$ cat src/hdl/utfd_pkg.sv
`timescale 1ns / 1ps

package utfd_pkg;

	localparam int CODE_POINT_W = 32;
	localparam int COUNTER_W    = 32;
	localparam int CFG_DATA_W   = 32;
	localparam int CFG_INDEX_W  = 1;

	// Depth of the character queue between the front and the back.
	localparam int QUEUE_DEPTH_DEFAULT = 2;

	// Register indexes on the configuration port.
	localparam logic [CFG_INDEX_W-1:0] REG_START_LINE   = 1'd0;
	localparam logic [CFG_INDEX_W-1:0] REG_START_COLUMN = 1'd1;

	localparam logic [COUNTER_W-1:0] START_DEFAULT = 32'd1;

	// Byte order mark bytes and the offsets that strip the UTF-8 marker bits.
	localparam logic [7:0] BOM_BYTE0 = 8'd239;
	localparam logic [7:0] BOM_BYTE1 = 8'd187;
	localparam logic [7:0] BOM_BYTE2 = 8'd191;
	localparam logic [CODE_POINT_W-1:0] OFFSET_2B = 32'h0000_3080;
	localparam logic [CODE_POINT_W-1:0] OFFSET_3B = 32'h000E_2080;
	localparam logic [CODE_POINT_W-1:0] OFFSET_4B = 32'h03C8_2080;
	localparam logic [CODE_POINT_W-1:0] NEWLINE_CP = 32'd10;

	typedef enum logic [1:0] {
		STATUS_VALID   = 2'd0,
		STATUS_TRUNC   = 2'd1,
		STATUS_INVALID = 2'd2
	} status_t;

	// One decoded character on its way from the front to the back.
	typedef struct packed {
		logic [CODE_POINT_W-1:0] code_point;
		status_t                 status;
		logic                    newline;
		logic                    load;
		logic [COUNTER_W-1:0]    load_line;
		logic [COUNTER_W-1:0]    load_column;
	} char_item_t;

endpackage

$ cat src/hdl/utf8_decoder_with_position_top.sv
`timescale 1ns / 1ps

// UTF-8 decoder with line and column tracking.
// Input channel: one raw byte per item on in_byte, with end_of_stream set on
// the last byte of a stream. An item moves when byte_valid is high and
// byte_stall is low. Output channel: one decoded character per item with its
// code point, status, and the line and column after that character, moved
// when char_valid is high and char_stall is low.
// Continuation bytes produce no item; a leading byte order mark is dropped.
// One byte is accepted every cycle while the queue is not full. The byte
// completing a character is decoded in the cycle it is accepted, and the
// character is written into the character queue at that edge; it moves on
// into the output register when it is the oldest and the output is not stalled.
// The configuration port sets start_line and start_column; they are loaded
// into the counters at the first byte of every stream.
// Reset clears the queue and the output, returns both start values to 1 and
// marks the next byte as the start of a stream. While the receiver stalls the
// output holds its item, the queue keeps filling, and byte_stall rises only
// once the queue is full.
module utf8_decoder_with_position_top
	import utfd_pkg::*;
#(
	parameter int QUEUE_DEPTH = QUEUE_DEPTH_DEFAULT  // two or more
) (
	input  logic                    clk,
	input  logic                    arst_n,
	input  logic                    cfg_write_en,
	input  logic [CFG_INDEX_W-1:0]  cfg_index,
	input  logic [CFG_DATA_W-1:0]   cfg_data,
	input  logic                    byte_valid,
	output logic                    byte_stall,
	input  logic [7:0]              in_byte,
	input  logic                    end_of_stream,
	output logic                    char_valid,
	input  logic                    char_stall,
	output logic [CODE_POINT_W-1:0] code_point,
	output logic [1:0]              status,
	output logic [COUNTER_W-1:0]    line_number,
	output logic [COUNTER_W-1:0]    column_number
);

	// Front to queue: one decoded character, pushed in the cycle its last byte
	// is accepted. Queue to back: the oldest character and a pop strobe.
	logic       push;
	char_item_t push_item;
	logic       queue_full;
	logic       queue_not_empty;
	logic       pop;
	char_item_t pop_item;

	// The front holds partial sequences, builds code points and flags the
	// first character of each stream so that the back reloads its counters.
	utfd_front u_front (
		.clk          (clk),
		.arst_n       (arst_n),
		.cfg_write_en (cfg_write_en),
		.cfg_index    (cfg_index),
		.cfg_data     (cfg_data),
		.byte_valid   (byte_valid),
		.byte_stall   (byte_stall),
		.in_byte      (in_byte),
		.end_of_stream(end_of_stream),
		.queue_full   (queue_full),
		.push         (push),
		.push_item    (push_item)
	);

	utfd_queue #(
		.DEPTH(QUEUE_DEPTH)
	) u_queue (
		.clk      (clk),
		.arst_n   (arst_n),
		.push     (push),
		.push_item(push_item),
		.full     (queue_full),
		.not_empty(queue_not_empty),
		.pop      (pop),
		.pop_item (pop_item)
	);

	// The back owns the line and column counters and the output register.
	utfd_back u_back (
		.clk          (clk),
		.arst_n       (arst_n),
		.not_empty    (queue_not_empty),
		.pop_item     (pop_item),
		.pop          (pop),
		.char_valid   (char_valid),
		.char_stall   (char_stall),
		.code_point   (code_point),
		.status       (status),
		.line_number  (line_number),
		.column_number(column_number)
	);

endmodule

$ cat src/hdl/utfd_front.sv
`timescale 1ns / 1ps

module utfd_front
	import utfd_pkg::*;
(
	input  logic                   clk,
	input  logic                   arst_n,
	input  logic                   cfg_write_en,
	input  logic [CFG_INDEX_W-1:0] cfg_index,
	input  logic [CFG_DATA_W-1:0]  cfg_data,
	input  logic                   byte_valid,
	output logic                   byte_stall,
	input  logic [7:0]             in_byte,
	input  logic                   end_of_stream,
	input  logic                   queue_full,
	output logic                   push,
	output char_item_t             push_item
);

	logic [COUNTER_W-1:0] start_line_q;
	logic [COUNTER_W-1:0] start_column_q;
	logic [COUNTER_W-1:0] snap_line_q;
	logic [COUNTER_W-1:0] snap_column_q;
	logic [23:0]          held_bytes_q;
	logic [1:0]           held_count_q;
	logic                 first_pending_q;
	logic                 load_pending_q;

	logic                    fire;
	logic                    load_now;
	logic [7:0]              b0;
	logic [7:0]              b1;
	logic [7:0]              b2;
	logic [2:0]              need;
	logic [2:0]              have;
	logic                    complete;
	logic                    bom;
	logic [CODE_POINT_W-1:0] cp;
	status_t                 st;

	assign byte_stall = queue_full;
	assign fire       = byte_valid && !byte_stall;
	assign load_now   = first_pending_q && (held_count_q == 2'd0);

	assign b0 = (held_count_q == 2'd0) ? in_byte : held_bytes_q[7:0];
	assign b1 = held_bytes_q[15:8];
	assign b2 = held_bytes_q[23:16];

	always_comb begin
		if (!b0[7]) begin
			need = 3'd1;
		end else if (!b0[5]) begin
			need = 3'd2;
		end else if (!b0[4]) begin
			need = 3'd3;
		end else begin
			need = 3'd4;
		end
	end

	assign have     = {1'b0, held_count_q} + 3'd1;
	assign complete = (have >= need);
	assign bom = first_pending_q && (need == 3'd3) && !end_of_stream &&
		(b0 == BOM_BYTE0) && (b1 == BOM_BYTE1) && (in_byte == BOM_BYTE2);

	always_comb begin
		cp = '0;
		st = STATUS_VALID;
		if (!complete) begin
			st = STATUS_TRUNC;
		end else begin
			unique case (need)
				3'd1: cp = {24'd0, in_byte};
				3'd2: cp = ({24'd0, b0} << 6) + {24'd0, in_byte} - OFFSET_2B;
				3'd3: cp = ({24'd0, b0} << 12) + ({24'd0, b1} << 6) + {24'd0, in_byte}
					- OFFSET_3B;
				default: begin
					if (!b0[3]) begin
						cp = ({24'd0, b0} << 18) + ({24'd0, b1} << 12)
							+ ({24'd0, b2} << 6) + {24'd0, in_byte} - OFFSET_4B;
					end else begin
						st = STATUS_INVALID;
					end
				end
			endcase
		end
	end

	assign push = fire && (complete ? !bom : end_of_stream);

	// The first character pushed after a stream start carries the start
	// values, even when a dropped byte order mark came in between.
	always_comb begin
		push_item.code_point  = cp;
		push_item.status      = st;
		push_item.newline     = (st == STATUS_VALID) && (cp == NEWLINE_CP);
		push_item.load        = load_now || load_pending_q;
		push_item.load_line   = load_now ? start_line_q : snap_line_q;
		push_item.load_column = load_now ? start_column_q : snap_column_q;
	end

	always_ff @(posedge clk or negedge arst_n) begin
		if (!arst_n) begin
			start_line_q   <= START_DEFAULT;
			start_column_q <= START_DEFAULT;
		end else if (cfg_write_en) begin
			if (cfg_index == REG_START_LINE) begin
				start_line_q <= cfg_data;
			end
			if (cfg_index == REG_START_COLUMN) begin
				start_column_q <= cfg_data;
			end
		end
	end

	// The counters take the start values seen at the first byte of a stream.
	always_ff @(posedge clk) begin
		if (fire && load_now) begin
			snap_line_q   <= start_line_q;
			snap_column_q <= start_column_q;
		end
	end

	always_ff @(posedge clk or negedge arst_n) begin
		if (!arst_n) begin
			held_bytes_q    <= '0;
			held_count_q    <= '0;
			first_pending_q <= 1'b1;
			load_pending_q  <= 1'b0;
		end else if (fire) begin
			if (!complete && !end_of_stream) begin
				case (held_count_q)
					2'd0: held_bytes_q[7:0]   <= in_byte;
					2'd1: held_bytes_q[15:8]  <= in_byte;
					2'd2: held_bytes_q[23:16] <= in_byte;
					default: held_bytes_q     <= held_bytes_q;
				endcase
				held_count_q <= held_count_q + 2'd1;
			end else begin
				held_bytes_q <= '0;
				held_count_q <= '0;
			end
			if (end_of_stream) begin
				first_pending_q <= 1'b1;
			end else if (complete) begin
				first_pending_q <= 1'b0;
			end
			if (push) begin
				load_pending_q <= 1'b0;
			end else if (load_now) begin
				load_pending_q <= 1'b1;
			end
		end
	end

endmodule

$ cat src/hdl/utfd_queue.sv
`timescale 1ns / 1ps

module utfd_queue
	import utfd_pkg::*;
#(
	parameter int DEPTH = QUEUE_DEPTH_DEFAULT
) (
	input  logic       clk,
	input  logic       arst_n,
	input  logic       push,
	input  char_item_t push_item,
	output logic       full,
	output logic       not_empty,
	input  logic       pop,
	output char_item_t pop_item
);

	localparam int PTR_W = $clog2(DEPTH);
	localparam int CNT_W = $clog2(DEPTH + 1);
	localparam logic [PTR_W-1:0] LAST_PTR = PTR_W'(DEPTH - 1);
	localparam logic [CNT_W-1:0] FULL_CNT = CNT_W'(DEPTH);

	char_item_t       mem [DEPTH];
	logic [PTR_W-1:0] wr_ptr_q;
	logic [PTR_W-1:0] rd_ptr_q;
	logic [CNT_W-1:0] count_q;

	assign full      = (count_q == FULL_CNT);
	assign not_empty = (count_q != '0);
	assign pop_item  = mem[rd_ptr_q];

	always_ff @(posedge clk) begin
		if (push) begin
			mem[wr_ptr_q] <= push_item;
		end
	end

	always_ff @(posedge clk or negedge arst_n) begin
		if (!arst_n) begin
			wr_ptr_q <= '0;
			rd_ptr_q <= '0;
			count_q  <= '0;
		end else begin
			if (push) begin
				wr_ptr_q <= (wr_ptr_q == LAST_PTR) ? '0 : wr_ptr_q + PTR_W'(1);
			end
			if (pop) begin
				rd_ptr_q <= (rd_ptr_q == LAST_PTR) ? '0 : rd_ptr_q + PTR_W'(1);
			end
			if (push && !pop) begin
				count_q <= count_q + CNT_W'(1);
			end else if (pop && !push) begin
				count_q <= count_q - CNT_W'(1);
			end
		end
	end

endmodule

$ cat src/hdl/utfd_back.sv
`timescale 1ns / 1ps

module utfd_back
	import utfd_pkg::*;
(
	input  logic                    clk,
	input  logic                    arst_n,
	input  logic                    not_empty,
	input  char_item_t              pop_item,
	output logic                    pop,
	output logic                    char_valid,
	input  logic                    char_stall,
	output logic [CODE_POINT_W-1:0] code_point,
	output logic [1:0]              status,
	output logic [COUNTER_W-1:0]    line_number,
	output logic [COUNTER_W-1:0]    column_number
);

	logic [COUNTER_W-1:0]    line_q;
	logic [COUNTER_W-1:0]    column_q;
	logic                    valid_q;
	logic [CODE_POINT_W-1:0] cp_q;
	status_t                 status_q;
	logic [COUNTER_W-1:0]    base_line;
	logic [COUNTER_W-1:0]    base_column;
	logic [COUNTER_W-1:0]    next_line;
	logic [COUNTER_W-1:0]    next_column;

	assign pop = not_empty && (!valid_q || !char_stall);

	assign base_line   = pop_item.load ? pop_item.load_line : line_q;
	assign base_column = pop_item.load ? pop_item.load_column : column_q;

	always_comb begin
		if (pop_item.newline) begin
			next_line   = base_line + COUNTER_W'(1);
			next_column = COUNTER_W'(1);
		end else begin
			next_line   = base_line;
			next_column = base_column + COUNTER_W'(1);
		end
	end

	always_ff @(posedge clk or negedge arst_n) begin
		if (!arst_n) begin
			line_q   <= START_DEFAULT;
			column_q <= START_DEFAULT;
			valid_q  <= 1'b0;
		end else begin
			if (pop) begin
				line_q   <= next_line;
				column_q <= next_column;
				valid_q  <= 1'b1;
			end else if (!char_stall) begin
				valid_q <= 1'b0;
			end
		end
	end

	always_ff @(posedge clk) begin
		if (pop) begin
			cp_q     <= pop_item.code_point;
			status_q <= pop_item.status;
		end
	end

	assign char_valid    = valid_q;
	assign code_point    = cp_q;
	assign status        = status_q;
	assign line_number   = line_q;
	assign column_number = column_q;

endmodule

$ cat config.mk
export PLATFORM = sky130hd
export DESIGN_NAME = utf8_decoder_with_position_top
export DESIGN_NICKNAME = d
export VERILOG_FILES = /design/src/hdl/utfd_pkg.sv /design/src/hdl/utf8_decoder_with_position_top.sv /design/src/hdl/utfd_front.sv /design/src/hdl/utfd_queue.sv /design/src/hdl/utfd_back.sv
export SDC_FILE = /design/constraint.sdc
export NUM_CORES = 1
export LEC_CHECK = 0
export BUFFER_PORTS_ARGS = -buffer_cell sky130_fd_sc_hd__buf_4
export CORE_UTILIZATION = 61
export CTS_CLUSTER_DIAMETER = 80
export DETAILED_ROUTE_END_ITERATION = 7
export PLACE_DENSITY = 0.8
export SKIP_LAST_GASP = 1
export SLEW_MARGIN = 20
export SYNTH_ARGS = -nofsm -noshare
export SYNTH_HDL_FRONTEND = slang
export SYNTH_SLANG_ARGS = --single-unit
$ cat constraint.sdc
create_clock -name clk -period 9.35 [get_ports clk]
set_input_delay 0.935 -clock clk [delete_from_list [all_inputs] [get_ports clk]]
set_output_delay 0.935 -clock clk [all_outputs]
set_load 0.01 [all_outputs]
==> results.md <==
* Clock buffer depth at 3
* Core area at 0.03566 mm²
* Drt initial violations at 1263
* Total track usage at 29.25%
* Vias at 14460
* Area after DPL at 0.02365 mm²
* Top Ports at 147
* Clock skew at 0.01686 ns
* Via/cell ratio at 6.206
* CP Max Fanout at 29
* Setup Slack @ Placement at 3.551 ns
* Syn_area_per_cell at 13.04 µm²
* Synthesized net count at 1792
* Clock slew at reported path FFs at 0.06 ns
* Core Util, Final at 70.78%
* Largest family of logic cells by synthesized area: multiplexers
* Total grt overflow at 0
* Synth warn at 0
* Most frequent cells after synthesis: edfxtp_1, mux2_2, dfrtp_1
* Placed wire-length estimate at 35220 µm
* FF-to-FF End: u_queue.mem[1][65]$_DFFE_PP_
* Failing checks: design-rule violations
* Post-Synth Simple-Gate Area at 8.373%
* Final net count at 1925
* Antenna viol nets, final at 0
* Ys async rst share at 35.08%
* Adder-cell share of the synthesized area at 2.791%
* Number of diodes at 0
* Area Growth Syn to Fin at 13.96%
* # H-tree levels at 2
* Number of global-route vias before repair at 14690
* Hold WC Path Type: primary input to async pin
* Post-synth top area cell: edfxtp_1
* Post-route setup slack at 3.431 ns
* R2R depth at 19
* M1 GR Usage at 38.82%
* Startpoint Class: flop
* Reg2reg setup slack at 3.43 ns
* Setup crit start: u_front.held_count_q[0]$_DFFE_PN0P_
* Sequential area share after synthesis at 58.63%
* Complex-gate fraction of the synthesized area at 7.774%
* Yosys reg bits at 459
* Starting Density at 62.11%
* Max Fclk at 0.1689 GHz
* Routed wire length at 53510 µm
* Critical path's slowest cell: a221oi_1
* Drt drc at 20
* First-pass GRT wire length at 82310 µm
* Met2 GRT Util at 49.58%
* XOR/XNOR Fraction of Synth Area at 3.621%
* Post-CTS Hold Buffers at 0
* Fillers at 2414
* Post-synth EDFFs at 298
* P_leak at 10.04 nW
* Clk_lat worst skew at 0.56 ns
* Setup crit end: u_queue.mem[1][65]$_DFFE_PP_
* R2r startpoint: u_front.held_count_q[0]$_DFFE_PN0P_
* Critical path cell sequence: inv_1, ha_1, buf_4, mux2i_1, inv_1, ha_1, a21oi_1, nor3_2, nor2_1, inv_1, ha_1, nor3b_1, mux2i_1, a22oi_1, a2111oi_0, a221oi_1, a21oi_1, a2111oi_2, o2111a_1
* M3 GR Usage at 4.255%
* Setup violations, final at 0
* Post-CTS Setup Inserts at 0
* Worst path arrival time at 6.33 ns
* Setup TNS at 0 ns
* MaxCap Viol Count at 0
* Layout cell share with drive strength beyond 1 at 24.34%
* Initial antenna violation count at 1
* # clock sinks at 459
* Critical Path RT at 9.76 ns
* Synth Flop Type: edfxtp_1
* Synth Instances at 1698
* Synth top area cells: edfxtp_1, dfrtp_1, mux2_2
* Max VDD drop at 221.5 µV
* CTS tree: built
* Status: complete, but fails checks
* Synth top area share at 40.41%
* Gr busiest metal: met2
* Slew margin rel. at 25.36%
* Pwr dens at 371.9 mW/mm²
* Crit path kind: flop to flop
* Die X at 192.5 µm
* Mux contribution to synthesized area at 16.04%
* DR pass1 iterations at 8
* Tmin final at 5.919 ns
* CP peak stage delay at 0.83 ns
* Fin crit share at 63.31%
* PostCTS Resize Cnt at 0
* IO Port Bufs at 146
* Netlist cell types at 82
* Pins over their slew limit at 0
* Final hold vios at 0
* RSZ-0062 raised after global routing: false
* GPL Wtd Cong at 0.9179
* Drt wl/cell at 22.97 µm
* Largest net degree at the start of global routing at 67
* Final instance area at 0.02524 mm²
* Kind of end point of the critical path: flop
* Synthesized area at 0.02215 mm²
* Rows at 69
* CTS Buf Count at 47
* Die area at 0.03707 mm²
* Worst Max-Slew Pin Slew at 1.120 ns
* Most common cell in the netlist: edfxtp_1
* Clock root buffer: clkbuf_16
* Die height at 192.5 µm
flip-flops by register name, indices dropped and copies added, names as in the netlist:
signal and count:
u_front.start_column_q 32, u_front.snap_line_q 32, u_back.char_valid 1, u_queue.wr_ptr_q 1, u_front.first_pending_q 1, u_front.load_pending_q 1, u_queue.count_q 2, u_queue.rd_ptr_q 1
u_back.status 2, u_front.held_count_q 2, u_front.held_bytes_q 24, u_back.line_number 32, u_back.column_number 32, u_front.start_line_q 32, u_back.code_point 32, u_queue.mem 200
u_front.snap_column_q 32
report_power, final:
group	leakage, nW	switching, W	total (W)	internal (W)
Sequential	4.78	0.000405	0.00354	0.00313
Combinational	4.48	0.00235	0.00393	0.00158
Clock	0.774	0.000776	0.00191	0.00114
Total	10.0	0.00353	0.00939	0.00585
how the worst min path moves through the flow:
stage / endpoint / slack [ns] / depth (start not counted)
detailed placement: u_front.snap_column_q[19]$_DFFE_PP_ / 0.46 / 0
CTS: u_back.column_number[18]$_DFFE_PN0P_ / 0.39 / 1
floorplan: u_front.snap_column_q[10]$_DFFE_PP_ / 0.44 / 0
finish: u_back.column_number[27]$_DFFE_PN0P_ / 0.38 / 1
global route: u_back.column_number[18]$_DFFE_PN0P_ / 0.42 / 1
global placement: u_front.snap_column_q[18]$_DFFE_PP_ / 0.45 / 0
final cells by class:
type	count	area (µm²)	area share (%)
Sequential cell	459	12990	51.46
Multi-Input combinational cell	1109	8605	34.09
Timing Repair Buffer	170	1320	5.230
Clock buffer	63	1287	5.101
Tap cell	461	576.8	2.285
Clock inverter	24	296.5	1.175
Inverter	44	165.2	0.6544
cell families after synthesis:
kind of cell,after synthesis
AOI/OAI and AO/OA,262
muxes,331
and+or+nand+nor,379
adders and majority gates,47
xor gates and xnor gates,90
DFF,459
buffers and inverters,130
stage by stage:
stage / hold slack (ns) / total power [W] / instances
CTS: 0.3851 / 0.009401 / 2330
detailed placement: 0.4569 / 0.007451 / 2243
global placement: 0.4469 / 0.007314 / 2241
global route: 0.4199 / 0.009858 / 2330
finish: 0.3798 / 0.009386 / 2330
floorplan: 0.4372 / 0.006213 / 1698
placed cells by master, fill, tap and decap left out, types with 48 or more instances in the layout:
cell / netlist / layout
clkbuf_16: 0 / 48
buf_4: 10 / 167
a21oi_1: 65 / 65
dfrtp_1: 156 / 155
o21ai_0: 66 / 65
nand2_1: 154 / 153
edfxtp_1: 298 / 298
mux2_2: 174 / 174
nor2_1: 76 / 74
mux2i_1: 154 / 153
per-layer routing:
layer  part of all wire, %  up-vias
met1                    42     7340
met3                   5.5      102
li1                      -     6550
met5                 0.024        -
met4                   2.8        2
met2                    50      467
critical path, delay by kind of cell (launching register included):
| kind | cells | cell delay, ns |
|---|---|---|
| buffers and inverters | 4 | 0.73 |
| multiplexers | 2 | 0.66 |
| AND/OR/NAND/NOR | 3 | 0.56 |
| AO/OA/AOI/OAI | 7 | 2.53 |
| adder cells (fa/ha/maj) | 3 | 0.83 |
| flip-flops | 1 | 0.43 |
Note: power is estimated with default switching activity, not from simulation.
